[src/bit_parallel_nfa_byte_matcher_defines.svh]
// Assertion macros for the NFA byte matcher.
// No dependencies; included by files that carry concurrent checks.
`ifndef BIT_PARALLEL_NFA_BYTE_MATCHER_DEFINES_SVH
`define BIT_PARALLEL_NFA_BYTE_MATCHER_DEFINES_SVH

// Same-cycle implication, disabled during reset.
`define BPNM_ASSERT_SAME(lbl, clk, rst_n, ante, cons, msg) \
    lbl: assert property (@(posedge clk) disable iff (!(rst_n)) (ante) |-> (cons)) \
        else $error(msg);

// Next-cycle implication, disabled during reset.
`define BPNM_ASSERT_NEXT(lbl, clk, rst_n, ante, cons, msg) \
    lbl: assert property (@(posedge clk) disable iff (!(rst_n)) (ante) |=> (cons)) \
        else $error(msg);

`endif

[src/bpnm_pkg.sv]
// Shared constants, types and helpers for the NFA byte matcher.
// No dependencies.
package bpnm_pkg;

    localparam int NUM_STATES      = 32;
    localparam int POSITION_BITS   = 16;
    localparam int STATE_IDX_BITS  = (NUM_STATES > 1) ? $clog2(NUM_STATES) : 1;
    localparam int WORD_BITS       = 32;
    localparam int END_BITS        = 16;
    localparam int CLASS_DEPTH     = 256;
    localparam int CLASS_ADDR_BITS = 8;
    localparam int WORD_COPY_BITS  = (NUM_STATES < WORD_BITS) ? NUM_STATES : WORD_BITS;
    localparam int END_COPY_BITS   = (POSITION_BITS < END_BITS) ? POSITION_BITS : END_BITS;

    localparam logic [POSITION_BITS-1:0] POS_MAX = {POSITION_BITS{1'b1}};
    localparam logic [7:0] NUM_STATES_IDX = 8'(NUM_STATES);

    // command codes
    localparam logic [1:0] CMD_FOLLOW = 2'd0;
    localparam logic [1:0] CMD_CLASS  = 2'd1;
    localparam logic [1:0] CMD_BYTE   = 2'd2;
    localparam logic [1:0] CMD_END    = 2'd3;

    // register indexes
    localparam logic [1:0] CFG_START    = 2'd0;
    localparam logic [1:0] CFG_ACCEPT   = 2'd1;
    localparam logic [1:0] CFG_ANCHORED = 2'd2;

    typedef logic [NUM_STATES-1:0] state_set_t;

    typedef struct packed {
        logic       fire;   // stage-2 word leaves this cycle
        logic [1:0] cmd;
    } bpnm_step_t;

    typedef struct packed {
        logic                matched;
        logic [END_BITS-1:0] match_end;
    } bpnm_result_t;

    typedef struct packed {
        logic                 valid;
        logic [1:0]           index;
        logic [WORD_BITS-1:0] data;
    } bpnm_cfg_t;

    // drop bits at or above NUM_STATES, zero-fill if states outnumber word bits
    function automatic state_set_t word_to_states(input logic [WORD_BITS-1:0] w);
        state_set_t r;
        r = '0;
        for (int i = 0; i < WORD_COPY_BITS; i++) r[i] = w[i];
        return r;
    endfunction

    function automatic logic [END_BITS-1:0] pos_to_end(input logic [POSITION_BITS-1:0] p);
        logic [END_BITS-1:0] r;
        r = '0;
        for (int i = 0; i < END_COPY_BITS; i++) r[i] = p[i];
        return r;
    endfunction

endpackage

[src/bpnm_core.sv]
// Matcher state: config registers, active set, position, best end, flags.
// Depends on bpnm_pkg.
module bpnm_core (
    input  logic                   aclk,
    input  logic                   aresetn,
    input  bpnm_pkg::bpnm_cfg_t    cfg,
    input  bpnm_pkg::bpnm_step_t   step,
    input  bpnm_pkg::state_set_t   union_set,
    input  bpnm_pkg::state_set_t   class_mask,
    output bpnm_pkg::state_set_t   active,
    output bpnm_pkg::bpnm_result_t result
);
    import bpnm_pkg::*;

    logic [WORD_BITS-1:0]     start_reg;
    logic [WORD_BITS-1:0]     accept_reg;
    logic                     anchored_reg;
    state_set_t               active_reg,   active_next;
    logic [POSITION_BITS-1:0] pos_reg,      pos_next;
    logic [POSITION_BITS-1:0] best_reg,     best_next;
    logic                     found_reg,    found_next;
    logic                     dead_reg,     dead_next;
    logic                     hit;

    assign hit = |(active_reg & word_to_states(accept_reg));

    always_comb begin
        active_next = active_reg;
        pos_next    = pos_reg;
        best_next   = best_reg;
        found_next  = found_reg;
        dead_next   = dead_reg;
        if (step.fire) begin
            case (step.cmd)
                CMD_BYTE: begin
                    if (!dead_reg) begin
                        if (!anchored_reg && hit) begin
                            best_next  = pos_reg;
                            found_next = 1'b1;
                        end
                        if (active_reg == '0) begin
                            dead_next = 1'b1;
                        end else begin
                            active_next = union_set & class_mask;
                            if (pos_reg != POS_MAX) pos_next = pos_reg + 1'b1;
                        end
                    end
                end
                CMD_END: begin
                    active_next = word_to_states(start_reg);
                    pos_next    = '0;
                    best_next   = '0;
                    found_next  = 1'b0;
                    dead_next   = 1'b0;
                end
                default: ;
            endcase
        end
        // start mask loads the set too while no byte has been taken
        if (cfg.valid && cfg.index == CFG_START && pos_reg == '0 && !dead_reg) begin
            active_next = word_to_states(cfg.data);
        end
    end

    always_ff @(posedge aclk) begin
        if (!aresetn) begin
            start_reg    <= WORD_BITS'(1);
            accept_reg   <= '0;
            anchored_reg <= 1'b0;
            active_reg   <= word_to_states(WORD_BITS'(1));
            pos_reg      <= '0;
            best_reg     <= '0;
            found_reg    <= 1'b0;
            dead_reg     <= 1'b0;
        end else begin
            if (cfg.valid) begin
                case (cfg.index)
                    CFG_START:    start_reg    <= cfg.data;
                    CFG_ACCEPT:   accept_reg   <= cfg.data;
                    CFG_ANCHORED: anchored_reg <= cfg.data[0];
                    default: ;
                endcase
            end
            active_reg <= active_next;
            pos_reg    <= pos_next;
            best_reg   <= best_next;
            found_reg  <= found_next;
            dead_reg   <= dead_next;
        end
    end

    always_comb begin
        if (hit) begin
            result.matched   = 1'b1;
            result.match_end = pos_to_end(pos_reg);
        end else if (!anchored_reg && found_reg) begin
            result.matched   = 1'b1;
            result.match_end = pos_to_end(best_reg);
        end else begin
            result.matched   = 1'b0;
            result.match_end = '0;
        end
    end

    assign active = active_reg;
endmodule

[config.mk]
export PLATFORM = sky130hd
export DESIGN_NAME = bpnm_core
export DESIGN_NICKNAME = d
export VERILOG_FILES = /design/src/bit_parallel_nfa_byte_matcher_defines.svh /design/src/bpnm_pkg.sv /design/src/bpnm_core.sv
export SDC_FILE = /design/constraint.sdc
export NUM_CORES = 1
export LEC_CHECK = 0
export BUFFER_PORTS_ARGS = -buffer_cell sky130_fd_sc_hd__buf_2
export CAP_MARGIN = 0
export CORE_ASPECT_RATIO = 1.4
export CORE_MARGIN = 4
export CORE_UTILIZATION = 30
export CTS_CLUSTER_DIAMETER = 100
export DETAILED_ROUTE_END_ITERATION = 16
export PLACE_DENSITY_LB_ADDON = 0.2
export SLEW_MARGIN = 0
export SYNTH_ARGS = -nofsm -noshare
export SYNTH_HDL_FRONTEND = slang
export SYNTH_SLANG_ARGS = --single-unit
[constraint.sdc]
create_clock -name aclk -period 1.8 [get_ports aclk]
set_input_delay 0.18 -clock aclk [delete_from_list [all_inputs] [get_ports aclk]]
set_output_delay 0.18 -clock aclk [all_outputs]
set_load 0.005 [all_outputs]
==> flow_summary.yaml <==
outcome:
  status: "complete, but fails checks"
  failed_checks: "setup timing"
die:
  fp-row-count: 61
  floorplan.die_area_um2: 23050
  initial_core_utilization_pct: 30.87
  design.portCount: 153
  dieHeight_um: 178.1
  die-width_um: 129.5
  coreArea_um2: 20070
power_and_ir_drop:
  cell_internal_power_dissipation_mw: 5.866
  seq_power_share_pct: 39.0
  fin_total_pwr_mw: 7.962
  clockPowerShare_pct: 44.6
  switching_share_pct: 26.33
  power-per-cell-area_nw_per_um2: 873.7
  switching_power_of_the_nets_mw: 2.097
  combinational_share_of_power_pct: 16.4
  worst_ir_drop_vdd_v: 0.0006625
  leakage_nw: 3.730
synth:
  netlist_instances: 769
  yosys_warnings: 0
  postSynth.topFlopCell: "sky130_fd_sc_hd__dfxtp_1"
  yosysTopAreaCellShare_pct: 42.32
  yosys-top-cells-count: "162 x sky130_fd_sc_hd__nand2_1, 131 x sky130_fd_sc_hd__dfxtp_1, 63 x sky130_fd_sc_hd__a21boi_0"
  async_reset_ff_share_pct: 0
  synthesized_netlist_net_count: 875
  synth.yosys.seq_area_share_pct: 42.32
  yosysUniqueCellTypes: 50
  post_synth.cell_area_avg_um2: 8.059
  number_of_enable_flip_flop_cells_after_synthesis: 0
  post-synth-top-count-cell: "sky130_fd_sc_hd__nand2_1"
  synth.top_cells.by_area: "sky130_fd_sc_hd__dfxtp_1 42%, sky130_fd_sc_hd__nand2_1 9.8%, sky130_fd_sc_hd__a21boi_0 7.6%, sky130_fd_sc_hd__o21ai_0 3.4%, sky130_fd_sc_hd__a221oi_1 3.3%"
  synthesis.area_um2: 6197
  ys_seq_elements: 131
  synth_largest_area_cell: "sky130_fd_sc_hd__dfxtp_1"
clock_network:
  worstSkewPairLatency_ns: 0.42
  clk_transition_reported_paths_ns: 0.06
  clock_tree.buffer_depth: 2
  cts_tree: "done"
  numClockSinks: 131
  clock-root-buffer: "sky130_fd_sc_hd__clkbuf_16"
  cts_hold_repair.buffers: 0
  htree_levels: 4
  cts_made_buffers: 17
critical_path:
  worst-endpoint-arrival_ns: 2.19
  crit_path_end_kind: "output port"
  critPathMaxFanout: 6
  timing.critical_path.required_ns: 1.62
  type_of_the_setup_path_with_the_least_slack: "reg2out"
  startpoint_type: "flip-flop"
timing:
  max_slew.worst_pin.slew_ns: 0.5929
  drv_slew: 0
  clock.fmax_mhz: 421.3
  finish_stage_setup_viols: 82
  maxSlewHeadroom_pct: 60.26
  worst_skew_ns: 0.009153
  fin_crit_ns: 2.373
  hold-worst-slack_ns: 0.02589
  finalCritPeriodShare_pct: 131.9
  finalHoldViolCount: 0
  final_worst_setup_slack_ns: -0.5735
  grt_setup_unrepaired: "true"
route:
  routed_wirelength_um: 23610
  antenna_violating_nets_post_route: 0
  dr.pass1.iters: 8
  drt_first_iter_violations: 477
  drt-vias-per-instance: 5.194
  post_route_drc_violation_count: 0
  vias_after_detailed_routing: 6591
  drt-wirelength-per-cell_um: 18.61
placement:
  buffer_ports.inserted: 152
  post-dp-hpwl_um: 17090
  gp_routability_congestion: 0.8448
cells_and_area:
  fillers: 2003
  antennaDiodeCount: 0
  drive_above_1_share_pct: 37.07
  areaGrowthSynthToFinish_pct: 47.06
  multiInputGateArea_um2: 3420
  nNetsFinal: 1112
  seqCellArea_um2: 2648
job:
  max_cap_viol_count: 0
grt:
  grt_pass1_vias: 6499
  grt_start_max_net_pins: 83
  first_pass_grt_wire_length_um: 35900
  initial_antenna_violation_count: 0
  grt_overflow_total: 0
  gr-usage-all-layers_pct: 20.32
worst_hold_path:
  hold_class: "in2reg"
power by group through the flow:
stage / sequential (mW) / clock, mW / combinational (mW)
6_report: 3.11 / 3.55 / 1.31
5_1_grt: 3.12 / 3.73 / 1.42
3_5_place_dp: 3.15 / 0 / 1.14
2_1_floorplan: 3.16 / 0 / 0.457
3_3_place_gp: 3.15 / 0 / 1.13
4_1_cts: 3.10 / 3.61 / 1.25
area by class of cell:
cell class	count	area share (%)
inverter	41	1.689
clock inverter	12	1.730
timing repair buffer	277	21.73
multi-input combinational	538	37.52
sequential	131	29.05
tap	252	3.460
clock buffer	18	4.819
worst paths after layout:
check             depth (start not counted)             to  slack [ns]       start
setup / recovery                          9      result[5]       -0.57  active[30]
hold / removal                            3  start_reg[11]        0.03     cfg[11]
setup reg to reg                         10    best_reg[2]       -0.38  active[30]
hold reg to reg                           1      found_reg        0.46   found_reg
repair_timing:
action,4_1_cts,5_1_grt
setup buffers,5,3
gates resized for setup,35,46
endpoints found under the setup margin,82,83
pin swaps,1,6
cloned,3,3
kinds of logic (layout without fill, tap and decap cells):
kind of cell,after synthesis,after routing,share of synthesized area (%)
compound gates,238,239,27.03
mux,5,5,0.8076
fa+ha+maj,2,2,0.4037
flops,131,131,42.32
buf+inv,101,348,6.945
simple gates,292,292,22.49
through the flow:
step | std cells | TNS, ns | utilization (%) | instance area [um2] | worst slack [ns]
2_1_floorplan | 769 | -1.104 | - | 6285 | -0.05398
3_3_place_gp | 1226 | -19.72 | 40.35 | 8099 | -0.3101
3_5_place_dp | 1226 | -19.35 | 40.35 | 8099 | -0.3183
4_1_cts | 1264 | -23.74 | 44.37 | 8907 | -0.5763
5_1_grt | 1269 | -31.73 | 45.40 | 9114 | -0.6862
6_report | 1269 | -22.95 | 45.40 | 9114 | -0.5735
critical path, stage by stage (launching register included):
cell and delay, ns:
sky130_fd_sc_hd__dfxtp_1 0.32, sky130_fd_sc_hd__buf_4 0.15, sky130_fd_sc_hd__a22oi_2 0.15, sky130_fd_sc_hd__nand4_1 0.19, sky130_fd_sc_hd__nor4_4 0.34, sky130_fd_sc_hd__buf_6 0.20, sky130_fd_sc_hd__buf_12 0.14, sky130_fd_sc_hd__nand3_1 0.07
sky130_fd_sc_hd__o21ai_1 0.08, sky130_fd_sc_hd__buf_2 0.13
routing by layer:
| metal | vias to the layer above | routed length (um) | global-route usage [%] |
|---|---|---|---|
| li1 | 3228 | - | - |
| met3 | 41 | 1321 | 4.404 |
| met1 | 3109 | 9452 | 23.56 |
| met5 | - | 0 | 0 |
| met2 | 213 | 12120 | 36.14 |
| met4 | 0 | 718 | 7.972 |
placed cells by master (no fill, tap or decap), types with 11 or more instances in the layout:
cell                        Yosys  layout
sky130_fd_sc_hd__a22oi_2        0      11
sky130_fd_sc_hd__a21oi_1       35      33
sky130_fd_sc_hd__inv_1         41      41
sky130_fd_sc_hd__nand4_1       11      11
sky130_fd_sc_hd__a21boi_0      63      63
sky130_fd_sc_hd__a22o_1        15      15
sky130_fd_sc_hd__a221oi_1      23      23
sky130_fd_sc_hd__nand2_1      162     162
sky130_fd_sc_hd__nand3_1       36      29
sky130_fd_sc_hd__dfxtp_2        0      17
sky130_fd_sc_hd__buf_2          6     152
sky130_fd_sc_hd__buf_12         0      13
sky130_fd_sc_hd__buf_4          1      97
sky130_fd_sc_hd__clkbuf_16      0      21
sky130_fd_sc_hd__dfxtp_1      131     113
sky130_fd_sc_hd__o21ai_0       42      26
sky130_fd_sc_hd__and3_1        27      26
No activity file was read; power rests on OpenSTA's default activity.
