<file path="config.mk">
export PLATFORM = sky130hd
export DESIGN_NAME = bpnm_follow
export DESIGN_NICKNAME = d
export VERILOG_FILES = /design/src/bit_parallel_nfa_byte_matcher_defines.svh /design/src/bpnm_pkg.sv /design/src/bpnm_follow.sv
export SDC_FILE = /design/constraint.sdc
export NUM_CORES = 1
export LEC_CHECK = 0
export BUFFER_PORTS_ARGS = -buffer_cell sky130_fd_sc_hd__buf_2
export CORE_MARGIN = 8
export CORE_UTILIZATION = 45
export DETAILED_ROUTE_END_ITERATION = 8
export GPL_ROUTABILITY_DRIVEN = 0
export GPL_TIMING_DRIVEN = 0
export PLACE_DENSITY = 0.73
export SETUP_SLACK_MARGIN = 0.1
export SKIP_LAST_GASP = 1
export SLEW_MARGIN = 20
export SYNTH_ARGS = -nofsm -noshare
export SYNTH_HDL_FRONTEND = slang
export SYNTH_SLANG_ARGS = --single-unit
</file>
<file path="constraint.sdc">
create_clock -name aclk -period 2.57 [get_ports aclk]
set_clock_uncertainty 0.1 [all_clocks]
set_input_delay 0.257 -clock aclk [delete_from_list [all_inputs] [get_ports aclk]]
set_output_delay 0.257 -clock aclk [all_outputs]
set_load 0.03 [all_outputs]
</file>
<file path="src/bit_parallel_nfa_byte_matcher_defines.svh">
// Assertion macros for the NFA byte matcher.
// No dependencies; included by files that carry concurrent checks.
`ifndef BIT_PARALLEL_NFA_BYTE_MATCHER_DEFINES_SVH
`define BIT_PARALLEL_NFA_BYTE_MATCHER_DEFINES_SVH

// Same-cycle implication, disabled during reset.
`define BPNM_ASSERT_SAME(lbl, clk, rst_n, ante, cons, msg) \
    lbl: assert property (@(posedge clk) disable iff (!(rst_n)) (ante) |-> (cons)) \
        else $error(msg);

// Next-cycle implication, disabled during reset.
`define BPNM_ASSERT_NEXT(lbl, clk, rst_n, ante, cons, msg) \
    lbl: assert property (@(posedge clk) disable iff (!(rst_n)) (ante) |=> (cons)) \
        else $error(msg);

`endif

</file>
<file path="src/bpnm_pkg.sv">
// Shared constants, types and helpers for the NFA byte matcher.
// No dependencies.
package bpnm_pkg;

    localparam int NUM_STATES      = 32;
    localparam int POSITION_BITS   = 16;
    localparam int STATE_IDX_BITS  = (NUM_STATES > 1) ? $clog2(NUM_STATES) : 1;
    localparam int WORD_BITS       = 32;
    localparam int END_BITS        = 16;
    localparam int CLASS_DEPTH     = 256;
    localparam int CLASS_ADDR_BITS = 8;
    localparam int WORD_COPY_BITS  = (NUM_STATES < WORD_BITS) ? NUM_STATES : WORD_BITS;
    localparam int END_COPY_BITS   = (POSITION_BITS < END_BITS) ? POSITION_BITS : END_BITS;

    localparam logic [POSITION_BITS-1:0] POS_MAX = {POSITION_BITS{1'b1}};
    localparam logic [7:0] NUM_STATES_IDX = 8'(NUM_STATES);

    // command codes
    localparam logic [1:0] CMD_FOLLOW = 2'd0;
    localparam logic [1:0] CMD_CLASS  = 2'd1;
    localparam logic [1:0] CMD_BYTE   = 2'd2;
    localparam logic [1:0] CMD_END    = 2'd3;

    // register indexes
    localparam logic [1:0] CFG_START    = 2'd0;
    localparam logic [1:0] CFG_ACCEPT   = 2'd1;
    localparam logic [1:0] CFG_ANCHORED = 2'd2;

    typedef logic [NUM_STATES-1:0] state_set_t;

    typedef struct packed {
        logic       fire;   // stage-2 word leaves this cycle
        logic [1:0] cmd;
    } bpnm_step_t;

    typedef struct packed {
        logic                matched;
        logic [END_BITS-1:0] match_end;
    } bpnm_result_t;

    typedef struct packed {
        logic                 valid;
        logic [1:0]           index;
        logic [WORD_BITS-1:0] data;
    } bpnm_cfg_t;

    // drop bits at or above NUM_STATES, zero-fill if states outnumber word bits
    function automatic state_set_t word_to_states(input logic [WORD_BITS-1:0] w);
        state_set_t r;
        r = '0;
        for (int i = 0; i < WORD_COPY_BITS; i++) r[i] = w[i];
        return r;
    endfunction

    function automatic logic [END_BITS-1:0] pos_to_end(input logic [POSITION_BITS-1:0] p);
        logic [END_BITS-1:0] r;
        r = '0;
        for (int i = 0; i < END_COPY_BITS; i++) r[i] = p[i];
        return r;
    endfunction

endpackage

</file>
<file path="src/bpnm_follow.sv">
// Follow-set register file and union of follow sets over the active set.
// Depends on bpnm_pkg.
module bpnm_follow (
    input  logic                   aclk,
    input  logic                   we,
    input  logic [7:0]             waddr,
    input  bpnm_pkg::state_set_t   wdata,
    input  bpnm_pkg::state_set_t   active,
    output bpnm_pkg::state_set_t   union_set
);
    import bpnm_pkg::*;

    state_set_t follow_reg [NUM_STATES];

    always_ff @(posedge aclk) begin
        if (we) begin
            follow_reg[waddr[STATE_IDX_BITS-1:0]] <= wdata;
        end
    end

    // each state gates its own entry; OR across states
    always_comb begin
        union_set = '0;
        for (int i = 0; i < NUM_STATES; i++) begin
            union_set = union_set | (follow_reg[i] & {NUM_STATES{active[i]}});
        end
    end
endmodule

</file>
==> results by stage, run 1 <==
CTS:
- The root buffer cell is sky130_fd_sc_hd__clkbuf_16.
- The deepest clock path buffer count is 3.
- The number of H-tree branching levels is 3.
- Clock-pin slew was measured on the worst setup and hold paths at 0.07 ns.
- The clock drives 1,024 sinks.
- TritonCTS built the clock tree.
- Clock tree synthesis inserted a total of 97 buffers.

Synthesis:
- In the post-synthesis netlist, the biggest area contributors are sky130_fd_sc_hd__edfxtp_1, sky130_fd_sc_hd__a22oi_1, sky130_fd_sc_hd__nand4_1, sky130_fd_sc_hd__or4_1, sky130_fd_sc_hd__buf_2.
- The total of warnings raised by yosys is 0.
- The number of distinct library cells after synthesis is 13.
- The synthesized netlist occupies a cell area of 36,300 sq um.
- The sequential-to-total area share from yosys stat is 84.6%.
- Averaged over all synthesized cells, the footprint is 19.8 sq um.
- In the synthesized netlist, the number of instances is 1,838.
- The total of flip-flops plus latches after synthesis is 1,024.
- The fraction of synthesized cell area taken by the top area cell type is 84.6%.
- sky130_fd_sc_hd__edfxtp_1 takes more of the synthesized area than any other cell.
- When the netlist entered floorplanning its net count stood at 1,912.

Drt:
- Dividing the detail-routed via count by the number of cells gives 6.45.
- In the routed design, unresolved DRC markers number 0.
- The total vias in the final route is 20,900.
- The number of nets with antenna violations after routing is 0.
- The final layout contains routed wiring with a total length of 102 mm.
- The first-pass detailed-route iteration total is 5.
- After detailed routing, the average wire length per cell comes to 31.6 um.
- After the first detailed-routing iteration, the DRC count stood at 2,963.

Die:
- The initial core utilization is 45.3%.
- The die is 300 um tall.
- Pin placement for this block handled 106 I/O pins.
- The core region is 80,300 sq um.
- The floorplan die area is 90,100 sq um.
- In this run the horizontal extent of the chip is 300 um.
- The number of standard-cell rows in the floorplan is 104.

Worst setup path:
- On the worst path, the slowest cell contributes a delay of 0.64 ns.
- The maximum fanout along the worst path is 1.
- The critical path in this run is classified as register to output port.
- The library cell contributing the largest single delay on the critical path is sky130_fd_sc_hd__or4_4.
- Walking the worst path, the cells encountered are a22oi_2 > nand4_1 > or4_4 > buf_6.
- The data arrival time of the critical path is 2.35 ns.
- The combined buffer and inverter count along the critical path is 1.
- The element type at the critical path start is a register.
- In this design, the largest share of critical-path delay is due to simple AND/OR/NAND/NOR gates.
- The sort of element at the end of the critical path is an output port.
- The worst endpoint required time is 2.21 ns.

Outcome:
- The final reports fail on setup timing.
- The flow ran to the end, but the final reports show violations.

STA:
- Setup repair after global routing could not meet its margin everywhere.
- The number of max-slew violations in the final report is 0.
- The highest achievable clock rate is 369 MHz.
- Hold timing on the final database bottoms out at a slack of 0.0394 ns.
- The relative slew slack is 34.7%.
- The least setup slack across all paths after layout is -0.141 ns.
- The slew of the pin with the lowest slew margin is 0.979 ns.
- The portion of the clock cycle consumed by the worst path in the final layout is 105%.
- The time the worst path needs with I/O delays and setup is 2.71 ns.
- The total count of hold-check failures in the final report was 0.
- The count of endpoints failing setup in the final report is 20.

Layout:
- The share of post-route cells with drive strength above 1 is 21.8%.
- The register area is 30,700 sq um.
- The post-route core utilization is 54.1%.
- The flip-flop count of the largest register, all copies and words added is 1,024.
- The layout filler cell count is 5,815.
- The area growth from synthesis to layout is 19.6%.
- Summing all multi-input logic gate instances after layout gives 5810 sq um.
- In the final design database the tool counted 2,168 nets.
- With fillers left out, the area of the finished cells amounts to 43,500 sq um.

Global routing:
- Entering global routing, the biggest net connects 33 pins.
- The number of antenna violations at the first check in global routing is 9.
- Global routing used 22.0% of the available tracks across all layers.
- The global-route wire length before repair is 145 mm.
- The total overflow left after global routing is 0.
- The via count of the first global-routing pass is 20,500.

Placed design:
- The detailed-placement wirelength estimate is 64.7 mm.
- The total placed instance area is 39,700 sq um.
- Input and output buffers added on the ports amount to 102.

Pwr:
- The static leakage power is 13.5 nW.
- The worst supply voltage drop on vdd is 0.561 mV.
- The total power consumption of the routed design is 34.0 mW.
- The power density of the placed cells is 782 nW/um^2.

Hold path:
- The class of the tightest hold or removal check is input pin to register.

Job:
- The tool flagged a number of max-cap violations equal to 0.
## area by class of cell
cell class / count / share of cell area (%)
diodes: 5 / 0.0288
plain buffers: 97 / 1.15
clock buffers: 119 / 5.83
clock inverters: 57 / 1.26
multi-input cells: 717 / 13.4
flip-flops and latches: 1024 / 70.8
well taps: 1060 / 3.05
repair buffers: 157 / 4.54
## through the flow
stage                     cells   TNS, ns  setup WS, ns
after global routing       3232     -1.64        -0.145
after detailed placement   3050     -8.77        -0.153
after global placement     3000  -1623.87         -2.10
after floorplan            1838    -62.86        -0.221
after CTS                  3231     -1.07        -0.130
final                      3236    -0.900        -0.141
## cell usage after synthesis
| library cell | n |
|---|---|
| sky130_fd_sc_hd__nand2_1 | 1 |
| sky130_fd_sc_hd__nand3_1 | 2 |
| sky130_fd_sc_hd__or4_1 | 32 |
| sky130_fd_sc_hd__a22oi_1 | 512 |
| sky130_fd_sc_hd__clkbuf_1 | 48 |
| sky130_fd_sc_hd__or3_1 | 1 |
| sky130_fd_sc_hd__nor2_1 | 33 |
| sky130_fd_sc_hd__or3b_2 | 3 |
| sky130_fd_sc_hd__nand3b_1 | 5 |
| sky130_fd_sc_hd__nand4_1 | 128 |
| sky130_fd_sc_hd__edfxtp_1 | 1024 |
| sky130_fd_sc_hd__buf_2 | 37 |
| sky130_fd_sc_hd__buf_6 | 12 |
## cell usage in the layout, fill, tap and decap left out, drive strengths merged
cell            n
a22oi         512
nand3b          5
nand2           1
clkbuf        167
or4            32
clkinv         39
bufinv          9
buf           201
diode           5
or3b            3
clkinvlp        5
dlygate4sd3     5
nand4         128
inv             4
edfxtp       1024
nand3           2
nor2           33
or3             1
## power by group
group          total, mW  switching [mW]  internal [mW]
Clock               13.9            5.99           7.91
Sequential          18.6          0.0574           18.6
Combinational       1.42            1.06          0.358
## logic make-up (layout without fill, tap and decap cells)
group	count (synthesis)	after routing	synth area share (%)
simple gates	205	205	3.44
other cells	0	5	0
buf+inv	97	430	1.38
compound gates	512	512	10.6
flops	1024	1024	84.6
## metal layers
metal | part of all wire, % | GRT usage, % | vias up | wire length, um
met5 | 0.045 | 0 | - | 46
met4 | 3.4 | 7.98 | 8 | 3460
met3 | 12 | 5.44 | 213 | 12300
met2 | 49 | 35.8 | 1578 | 49500
met1 | 36 | 28.7 | 10600 | 36800
li1 | - | - | 8456 | -
## final timing paths
| path | start | endpoint | slack (ns) | cells past startpoint |
|---|---|---|---|---|
| worst max-delay path | follow_reg[9][29] | union_set[29] | -0.14 | 4 |
| worst min-delay path | wdata[3] | follow_reg[7][3] | 0.04 | 1 |
## timing repair
item,in CTS,in global routing
pin swaps,135,49
hold endpoints to repair,87,0
hold buffers,5,0
endpoints found under the setup margin,32,32
gates resized for setup,132,32
buffers inserted,0,0
(Power assumes the default switching activity.)
==> run 2, diff against run 1 <==
Settings changed: CORE_ASPECT_RATIO from default to 1.75.
==> run 2 against run 1 <==
The flow still finishes with violations (setup timing). Setup slack worse by 0.15 ns. Cell area is 1.7% lower. First-iteration DRC count is 20% lower. Critical path depth stayed put. Sequential share of layout area is 1.2 points higher. Critical endpoint is now union_set[0]. Largest cell class unchanged. Largest power group unchanged. Highest routed layer unchanged.
==> results by stage, run 2 (synthesis gave the netlist of run 1 again) <==
Layout:
- The final cell count without fillers is 3,174 (was 3,236).
- The flip-flop count of the largest register, all copies and words added is 1,024 (unchanged).
- The number of nets in the final layout is 2,133 (was 2,168).
- The area overhead of the layout relative to synthesis is 17.6% (was 19.6%).
- The total non-filler cell area in the finished layout is 42,700 sq um (was 43,500 sq um).
- Commonest non-fill, non-tap cells in the layout: sky130_fd_sc_hd__edfxtp_1, sky130_fd_sc_hd__a22oi_1, sky130_fd_sc_hd__nand4_1 (unchanged).
- The most common cell after layout, fill and taps aside is sky130_fd_sc_hd__edfxtp_1 (unchanged).
- The post-route core utilization is 53.1% (was 54.1%).
- The share of post-route cells with drive strength above 1 came to 21.4% (was 21.8%).

Worst setup path:
- The element type at the critical path start is a register (unchanged).
- The maximum fanout along the worst path is 1 (unchanged).
- The sort of element at the end of the critical path is an output port (unchanged).
- The worst endpoint required time was 2.21 ns (about the same).
- The data arrival time of the critical path came to 2.50 ns (was 2.35 ns).
- The class of the most critical setup path is register to output port (unchanged).

Die:
- The boundary pin count was 106 (unchanged).
- The die height is 392 um (was 300 um).
- The number of standard-cell rows in the floorplan is 138 (was 104).
- The initial core utilization is 45.2% (was 45.3%).
- The floorplan die area is 90,500 sq um (was 90,100 sq um).
- The die width is 231 um (was 300 um).
- The placeable core region is 80,500 sq um (was 80,300 sq um).

CTS:
- The root buffer cell was sky130_fd_sc_hd__clkbuf_16 (unchanged).
- The post-CTS repair timing setup buffer count is 0 (unchanged).
- The number of sinks on the clock net is 1,024 (unchanged).
- The number of CTS-inserted buffers is 82 (was 97).
- The clock-pin transition on the worst setup and hold timing paths came to 0.07 ns (about the same).
- The number of H-tree branching levels came to 3 (unchanged).
- The clock tree from TritonCTS was done (unchanged).
- The deepest clock path buffer count came to 3 (unchanged).

Pwr:
- The switching part of the total power is 20.3% (was 20.9%).
- The worst supply voltage drop on vdd is 0.562 mV (was 0.561 mV).
- The net switching power figure is 6.71 mW (was 7.11 mW).
- The internal power contribution is 26.3 mW (was 26.9 mW).
- The static leakage power came to 13.2 nW (was 13.5 nW).
- The power share of the sequential group is 56.5% (was 54.9%).
- The proportion of power drawn by the clock network was 39.4% (was 40.9%).
- The power density of the placed cells is 772 nW/um^2 (was 782 nW/um^2).
- The combinational fraction of design power is 4.1% (was 4.2%).

Global routing:
- The via count of the first global-routing pass is 20,200 (was 20,500).
- The leftover overflow at the end of global routing is 0 (unchanged).
- The maximum number of pins on one net before global-route repair is 33 (unchanged).
- The global-route wire length before repair is 139 mm (was 145 mm).
- The overall track demand over capacity in global routing is 21.3% (was 22.0%).
- The number of antenna violations at the first check in global routing is 5 (was 9).

Placed design:
- The count of input and output buffers came to 102 (unchanged).
- The total placed instance area is 39,200 sq um (was 39,700 sq um).
- The setup slack after placement is -0.213 ns (was -0.153 ns).
- The detailed-placement wirelength estimate is 65.6 mm (was 64.7 mm).
- The number of cells in the design after placement is 3,025 (was 3,050).

STA:
- The least setup slack across all paths after layout is -0.287 ns (was -0.141 ns).
- The highest achievable clock rate is 350 MHz (was 369 MHz).
- The relative slew slack is 32.3% (was 34.7%).
- The portion of the clock cycle consumed by the worst path in the final layout was 111% (was 105%).
- The count of endpoints failing setup in the final report is 26 (was 20).
- The time the worst path needs with I/O delays and setup is 2.86 ns (was 2.71 ns).
- The number of max-slew violations in the final report is 0 (unchanged).
- RSZ-0062 raised after global routing: true (unchanged).
- The total count of hold-check failures in the final report is 0 (unchanged).
- The slew of the pin with the lowest slew margin is 1.02 ns (was 0.979 ns).
- The setup TNS is -3.08 ns (was -0.900 ns).

Drt:
- The first-pass detailed-route iteration total is 8 (was 5).
- The number of remaining DRC errors is 0 (unchanged).
- The total routed wirelength was 98.0 mm (was 102 mm).
- The average wire per standard cell is 30.9 um (was 31.6 um).
- The total vias in the final route is 19,900 (was 20,900).
- The starting DRC count in detailed routing is 2,377 (was 2,963).
- The ratio of routed vias to standard cells is 6.28 (was 6.45).
- The number of nets with antenna violations after routing is 0 (unchanged).

Outcome:
- Status: finished with violations (unchanged).
- Violated checks: setup timing (unchanged).

Hold path:
- The count of cells along the worst hold path is 1 (unchanged).
- The class of the tightest hold or removal check is input pin to register (unchanged).
- The worst hold path startpoint is wdata[2] (was wdata[3]).
- The end point of the worst hold path is follow_reg[28][2] (was follow_reg[7][3]).

Job:
- The max-cap check violation count is 0 (unchanged).
run 2: worst max path at each step:
stage | depth (start not counted) | from | endpoint
6_report | 4 | follow_reg[10][0] | union_set[0]
5_1_grt | 4 | follow_reg[13][24] | union_set[24]
4_1_cts | 4 | follow_reg[10][31] | union_set[31]
3_5_place_dp | 6 | active[30] | union_set[29]
3_3_place_gp | 3 | waddr[0] | follow_reg[30][22]
2_1_floorplan | 3 | waddr[1] | follow_reg[12][0]
run 2: routing by layer:
| metal | vias up | share of wire, % | GRT usage (%) |
|---|---|---|---|
| li1 | 8348 | - | - |
| met1 | 10200 | 33 | 23.6 |
| met2 | 1174 | 52 | 37.0 |
| met3 | 245 | 8.0 | 3.50 |
| met4 | 4 | 7.8 | 14.8 |
| met5 | - | 0.027 | 0 |
run 2: critical path, stage by stage, from the launching register on:
cell and delay (ns):
sky130_fd_sc_hd__edfxtp_1 0.40, sky130_fd_sc_hd__a22oi_2 0.17, sky130_fd_sc_hd__nand4_1 0.40, sky130_fd_sc_hd__or4_4 0.72, sky130_fd_sc_hd__buf_6 0.17
run 2: power groups by stage:
| stage | clock network (mW) | registers [mW] | logic [mW] |
|---|---|---|---|
| finish | 13.0 | 18.6 | 1.37 |
| global route | 13.7 | 18.6 | 1.43 |
| CTS | 13.1 | 18.6 | 1.33 |
| detailed placement | 0 | 19.0 | 1.29 |
| global placement | 0 | 19.0 | 1.20 |
| floorplan | 0 | 19.0 | 0.536 |
run 2: area by class of cell:
type                    count  area (sq um)
fillers                  6044         37700
flip-flops and latches   1024         30700
multi-input cells         717          5880
clock buffers              99          2180
repair buffers            137          1540
well taps                1050          1310
clock inverters            47           566
plain buffers              97           500
diodes                      3          7.51
run 2: stage by stage:
stage | total power [mW] | hold slack, ns
floorplan | 19.5 | 0.256
global placement | 20.2 | 0.675
detailed placement | 20.3 | 0.697
CTS | 33.0 | 0.00253
global route | 33.7 | 0.0199
finish | 33.0 | 0.0440
run 2: repair_timing:
item / 4_1_cts / 5_1_grt
setup endpoints to repair: 32 / 32
resized for setup: 131 / 50
pin swaps: 143 / 87
hold endpoints to repair: 0 / 0
hold buffers: 0 / 0
==> run 3, diff against run 2 <==
Settings changed: ABC_AREA from default to 1, CORE_UTILIZATION 45 to 55, PLACE_DENSITY 0.73 to 0.84.
==> run 3 against run 2 <==
Core utilization rose by 10 points. The run now ends clean. Worst hold slack improved by 0.018 ns. Combinational power up 12%. Global-route usage is 3.1 points higher. Via count is 24% higher. Routed wire length is 0.63% higher. Largest cell class unchanged. Non-clock buffer count down 4. First-iteration DRC count rose by 10%. Area after synthesis up 7.6%. Synthesized cell count increased by 73%. Cell area rose by 4.2%. Maximum frequency grew 15%.
==> results by stage, run 3 <==
Synthesis:
- Commonest cells in the synthesized netlist: sky130_fd_sc_hd__nand2_1, sky130_fd_sc_hd__edfxtp_1, sky130_fd_sc_hd__nor2_1, sky130_fd_sc_hd__buf_2, sky130_fd_sc_hd__buf_6 (was sky130_fd_sc_hd__edfxtp_1, sky130_fd_sc_hd__a22oi_1, sky130_fd_sc_hd__nand4_1, sky130_fd_sc_hd__clkbuf_1, sky130_fd_sc_hd__buf_2).
- The synthesized area is 39,100 sq um (was 36,300 sq um).
- The total of warnings raised by yosys came to 0 (unchanged).
- The prevailing post-synth register cell is sky130_fd_sc_hd__edfxtp_1 (unchanged).
- The dominant combinational cell family by area after synthesis is simple AND/OR/NAND/NOR gates (was compound AO/OA/AOI/OAI gates).
- The total nets after synthesis was 3,259 (was 1,912).
- The number of enable flip-flop cells after synthesis is 1,024 (unchanged).
- The post-synthesis share of cell area spent on full adders, half adders and majority gates was 0% (unchanged).
- The number of distinct library cells after synthesis came to 7 (was 13).
- The library cell with the largest summed area after synthesis was sky130_fd_sc_hd__edfxtp_1 (unchanged).
- The multiplexer share of the synthesized area was 0% (unchanged).
- The sequential-to-total area share from yosys stat is 78.6% (was 84.6%).
- The dominant cell by count in the synthesized netlist is sky130_fd_sc_hd__nand2_1 (was sky130_fd_sc_hd__edfxtp_1).
- Cells taking the most area after synthesis: sky130_fd_sc_hd__edfxtp_1, sky130_fd_sc_hd__nand2_1, sky130_fd_sc_hd__nor2_1, sky130_fd_sc_hd__buf_2, sky130_fd_sc_hd__buf_6 (was sky130_fd_sc_hd__edfxtp_1, sky130_fd_sc_hd__a22oi_1, sky130_fd_sc_hd__nand4_1, sky130_fd_sc_hd__or4_1, sky130_fd_sc_hd__buf_2).
- The fraction of the mapped netlist area in simple logic gates is 19.8% (was 3.44%).
- The XOR/XNOR share of the synthesized area came to 0% (unchanged).
- The fraction of synthesized cell area taken by the top area cell type came to 78.6% (was 84.6%).
- The synthesized-area fraction occupied by ao, oa, aoi and oai cells is 0% (was 10.6%).
- The total of flip-flops plus latches after synthesis is 1,024 (unchanged).
- The mean instance size in the synthesized netlist came to 12.3 sq um (was 19.8 sq um).
- The fraction of synthesis flops using an asynchronous set or reset pin is 0% (unchanged).
- The number of standard cells after synthesis is 3,185 (was 1,838).

Worst setup path:
- The worst endpoint required time came to 2.21 ns (about the same).
- Cell chain of the critical path: nand2_1 > nand2_1 > nor2_1 > nand2_1 > nor2_1 > nand2_1 > buf_2 (was a22oi_2 > nand4_1 > or4_4 > buf_6).
- The sort of element at the end of the critical path is an output port (unchanged).
- The class of the most critical setup path is register to output port (unchanged).
- The combined buffer and inverter count along the critical path is 1 (unchanged).
- The largest stage delay on the critical path is 0.40 ns (was 0.72 ns).
- The library cell contributing the largest single delay on the critical path is sky130_fd_sc_hd__edfxtp_1 (was sky130_fd_sc_hd__or4_4).
- The top cell family by delay on the critical path was simple AND/OR/NAND/NOR gates (unchanged).
- The maximum fanout along the worst path came to 1 (unchanged).
- The data arrival time of the critical path is 2.13 ns (was 2.50 ns).
- The element type at the critical path start is a register (unchanged).
- The cell repeated most along the worst path is sky130_fd_sc_hd__nand2_1.

Drt:
- The starting DRC count in detailed routing is 2,622 (was 2,377).
- The total routed wirelength is 98.6 mm (was 98.0 mm).
- The first-pass detailed-route iteration total is 6 (was 8).
- The total vias in the final route is 24,600 (was 19,900).
- The number of nets with antenna violations after routing is 0 (unchanged).
- The average wire per standard cell came to 22.5 um (was 30.9 um).
- The ratio of routed vias to standard cells is 5.61 (was 6.28).
- The number of remaining DRC errors was 0 (unchanged).

Global routing:
- The global-route wire length before repair is 146 mm (was 139 mm).
- The number of antenna violations at the first check in global routing is 13 (was 5).
- The via count of the first global-routing pass is 24,600 (was 20,200).
- The leftover overflow at the end of global routing is 0 (unchanged).
- The overall track demand over capacity in global routing was 24.3% (was 21.3%).
- The maximum number of pins on one net before global-route repair is 33 (unchanged).

STA:
- The portion of the clock cycle consumed by the worst path in the final layout is 96.7% (was 111%).
- The highest achievable clock rate is 403 MHz (was 350 MHz).
- The slew of the pin with the lowest slew margin is 1.02 ns (about the same).
- RSZ-0062 raised after global routing: true (unchanged).
- The worst hold-check slack came to 0.0619 ns (was 0.0440 ns).
- The time the worst path needs with I/O delays and setup is 2.48 ns (was 2.86 ns).
- The total count of hold-check failures in the final report is 0 (unchanged).
- The number of max-slew violations in the final report is 0 (unchanged).
- The relative slew slack came to 31.7% (was 32.3%).
- The count of endpoints failing setup in the final report is 0 (was 26).

Layout:
- The number of nets in the final layout is 3,475 (was 2,133).
- The total non-filler cell area in the finished layout was 44,600 sq um (was 42,700 sq um).
- The area overhead of the layout relative to synthesis is 13.9% (was 17.6%).
- The layout filler cell count was 4,441 (was 6,044).
- The most common cell after layout, fill and taps aside is sky130_fd_sc_hd__nand2_1 (was sky130_fd_sc_hd__edfxtp_1).
- The register area is 30,700 sq um (unchanged).
- Commonest non-fill, non-tap cells in the layout: sky130_fd_sc_hd__nand2_1, sky130_fd_sc_hd__edfxtp_1, sky130_fd_sc_hd__nor2_1 (was sky130_fd_sc_hd__edfxtp_1, sky130_fd_sc_hd__a22oi_1, sky130_fd_sc_hd__nand4_1).
- The area of the multi-input gates is 8030 sq um (was 5880 sq um).
- The post-route core utilization is 63.2% (was 53.1%).
- The flip-flop count of the largest register, all copies and words added is 1,024 (unchanged).
- The share of post-route cells with drive strength above 1 came to 11.3% (was 21.4%).

CTS:
- The clock-pin transition on the worst setup and hold timing paths is 0.07 ns (about the same).
- The post-CTS repair timing setup buffer count was 0 (unchanged).
- The number of sinks on the clock net is 1,024 (unchanged).
- The count of hold-fix buffers inserted at cts is 0 (unchanged).
- The root buffer cell is sky130_fd_sc_hd__clkbuf_16 (unchanged).
- The number of H-tree branching levels came to 3 (unchanged).
- The clock tree from TritonCTS is done (unchanged).
- The number of CTS-inserted buffers is 80 (was 82).
- The deepest clock path buffer count was 3 (unchanged).

Pwr:
- The total power consumption of the routed design came to 33.0 mW (about the same).
- The worst supply voltage drop on vdd is 0.482 mV (was 0.562 mV).
- The switching part of the total power is 20.9% (was 20.3%).
- The net switching power figure is 6.89 mW (was 6.71 mW).
- The combinational fraction of design power is 4.6% (was 4.1%).
- The proportion of power drawn by the clock network is 38.9% (was 39.4%).
- The internal power contribution was 26.1 mW (was 26.3 mW).
- The power density of the placed cells is 741 nW/um^2 (was 772 nW/um^2).
- The static leakage power came to 16.9 nW (was 13.2 nW).
- The power share of the sequential group is 56.4% (was 56.5%).

Placed design:
- The count of input and output buffers is 102 (unchanged).
- The total placed instance area is 41,800 sq um (was 39,200 sq um).
- The detailed-placement wirelength estimate is 63.4 mm (was 65.6 mm).

Hold path:
- The class of the tightest hold or removal check is input pin to register (unchanged).

Job:
- The max-cap check violation count is 0 (unchanged).

Die:
- The die width is 218 um (was 231 um).
- The boundary pin count came to 106 (unchanged).
- The placeable core region is 70,500 sq um (was 80,500 sq um).
- The number of standard-cell rows in the floorplan was 129 (was 138).
- The die height is 369 um (was 392 um).
- The floorplan die area came to 80,200 sq um (was 90,500 sq um).
- The initial core utilization came to 55.4% (was 45.2%).

Outcome:
- Status: finished, final reports clean (was finished with violations).
==> run 3: changes by cell type in the layout (fill, tap and decap cells not counted), sizes merged, moves of 3 or more <==
cell / before / now
nand2: 1 / 1696
a22oi: 512 / 0
nor2: 33 / 352
nand4: 128 / 0
clkbuf: 147 / 100
buf: 186 / 230
or4: 32 / 0
nand3: 2 / 12
inv: 3 / 12
diode: 3 / 11
nand3b: 5 / 0
clkinv: 28 / 25
or3b: 3 / 0
==> run 3: power groups by stage <==
| stage | combinational (mW) | sequential (mW) | clock [mW] |
|---|---|---|---|
| floorplan | 0.712 | 19.0 | 0 |
| global placement | 1.33 | 19.0 | 0 |
| detailed placement | 1.47 | 19.0 | 0 |
| CTS | 1.51 | 18.6 | 12.9 |
| global route | 1.65 | 18.6 | 13.5 |
| finish | 1.53 | 18.6 | 12.8 |
==> run 3: what timing repair did <==
action	in CTS	in global routing
pin swaps	0	1
gates resized for setup	5	10
setup endpoints to repair	3	8
==> run 3: worst paths after layout <==
kind                  slack (ns)  cells after the start                from                  to
worst min-delay path        0.06                      1           wdata[27]  follow_reg[15][27]
worst max-delay path        0.09                      7  follow_reg[10][10]       union_set[10]
==> run 3: per-stage QoR <==
step / worst slack (ns) / TNS [ns] / std cells
after floorplan: 0.137 / 0 / 3185
after global placement: -1.32 / -1062.62 / 4204
after detailed placement: -0.0395 / -0.827 / 4236
after CTS: 0.0932 / 0 / 4380
after global routing: 0.0891 / 0 / 4381
final: 0.0856 / 0 / 4391
==> run 3: cell type report <==
cell class / instances / share of cell area (%)
flip-flops and latches: 1024 / 69.0
multi-input cells: 2060 / 18.0
clock inverters: 44 / 1.15
diodes: 11 / 0.0618
plain buffers: 96 / 1.33
clock buffers: 100 / 4.90
repair buffers: 134 / 2.89
well taps: 917 / 2.58
inverters: 5 / 0.0421
==> run 3: logic make-up after synthesis <==
| kind of cell | count (synthesis) |
|---|---|
| simple gates | 2060 |
| buf+inv | 101 |
| flops | 1024 |
==> run 3: metal layers <==
metal,track usage (%),vias to the layer above,part of all wire [%]
met3,3.86,377,8.0
met4,16.1,6,7.2
li1,-,11000,-
met2,43.4,1480,52
met1,26.3,11700,33
met5,0,-,0.045
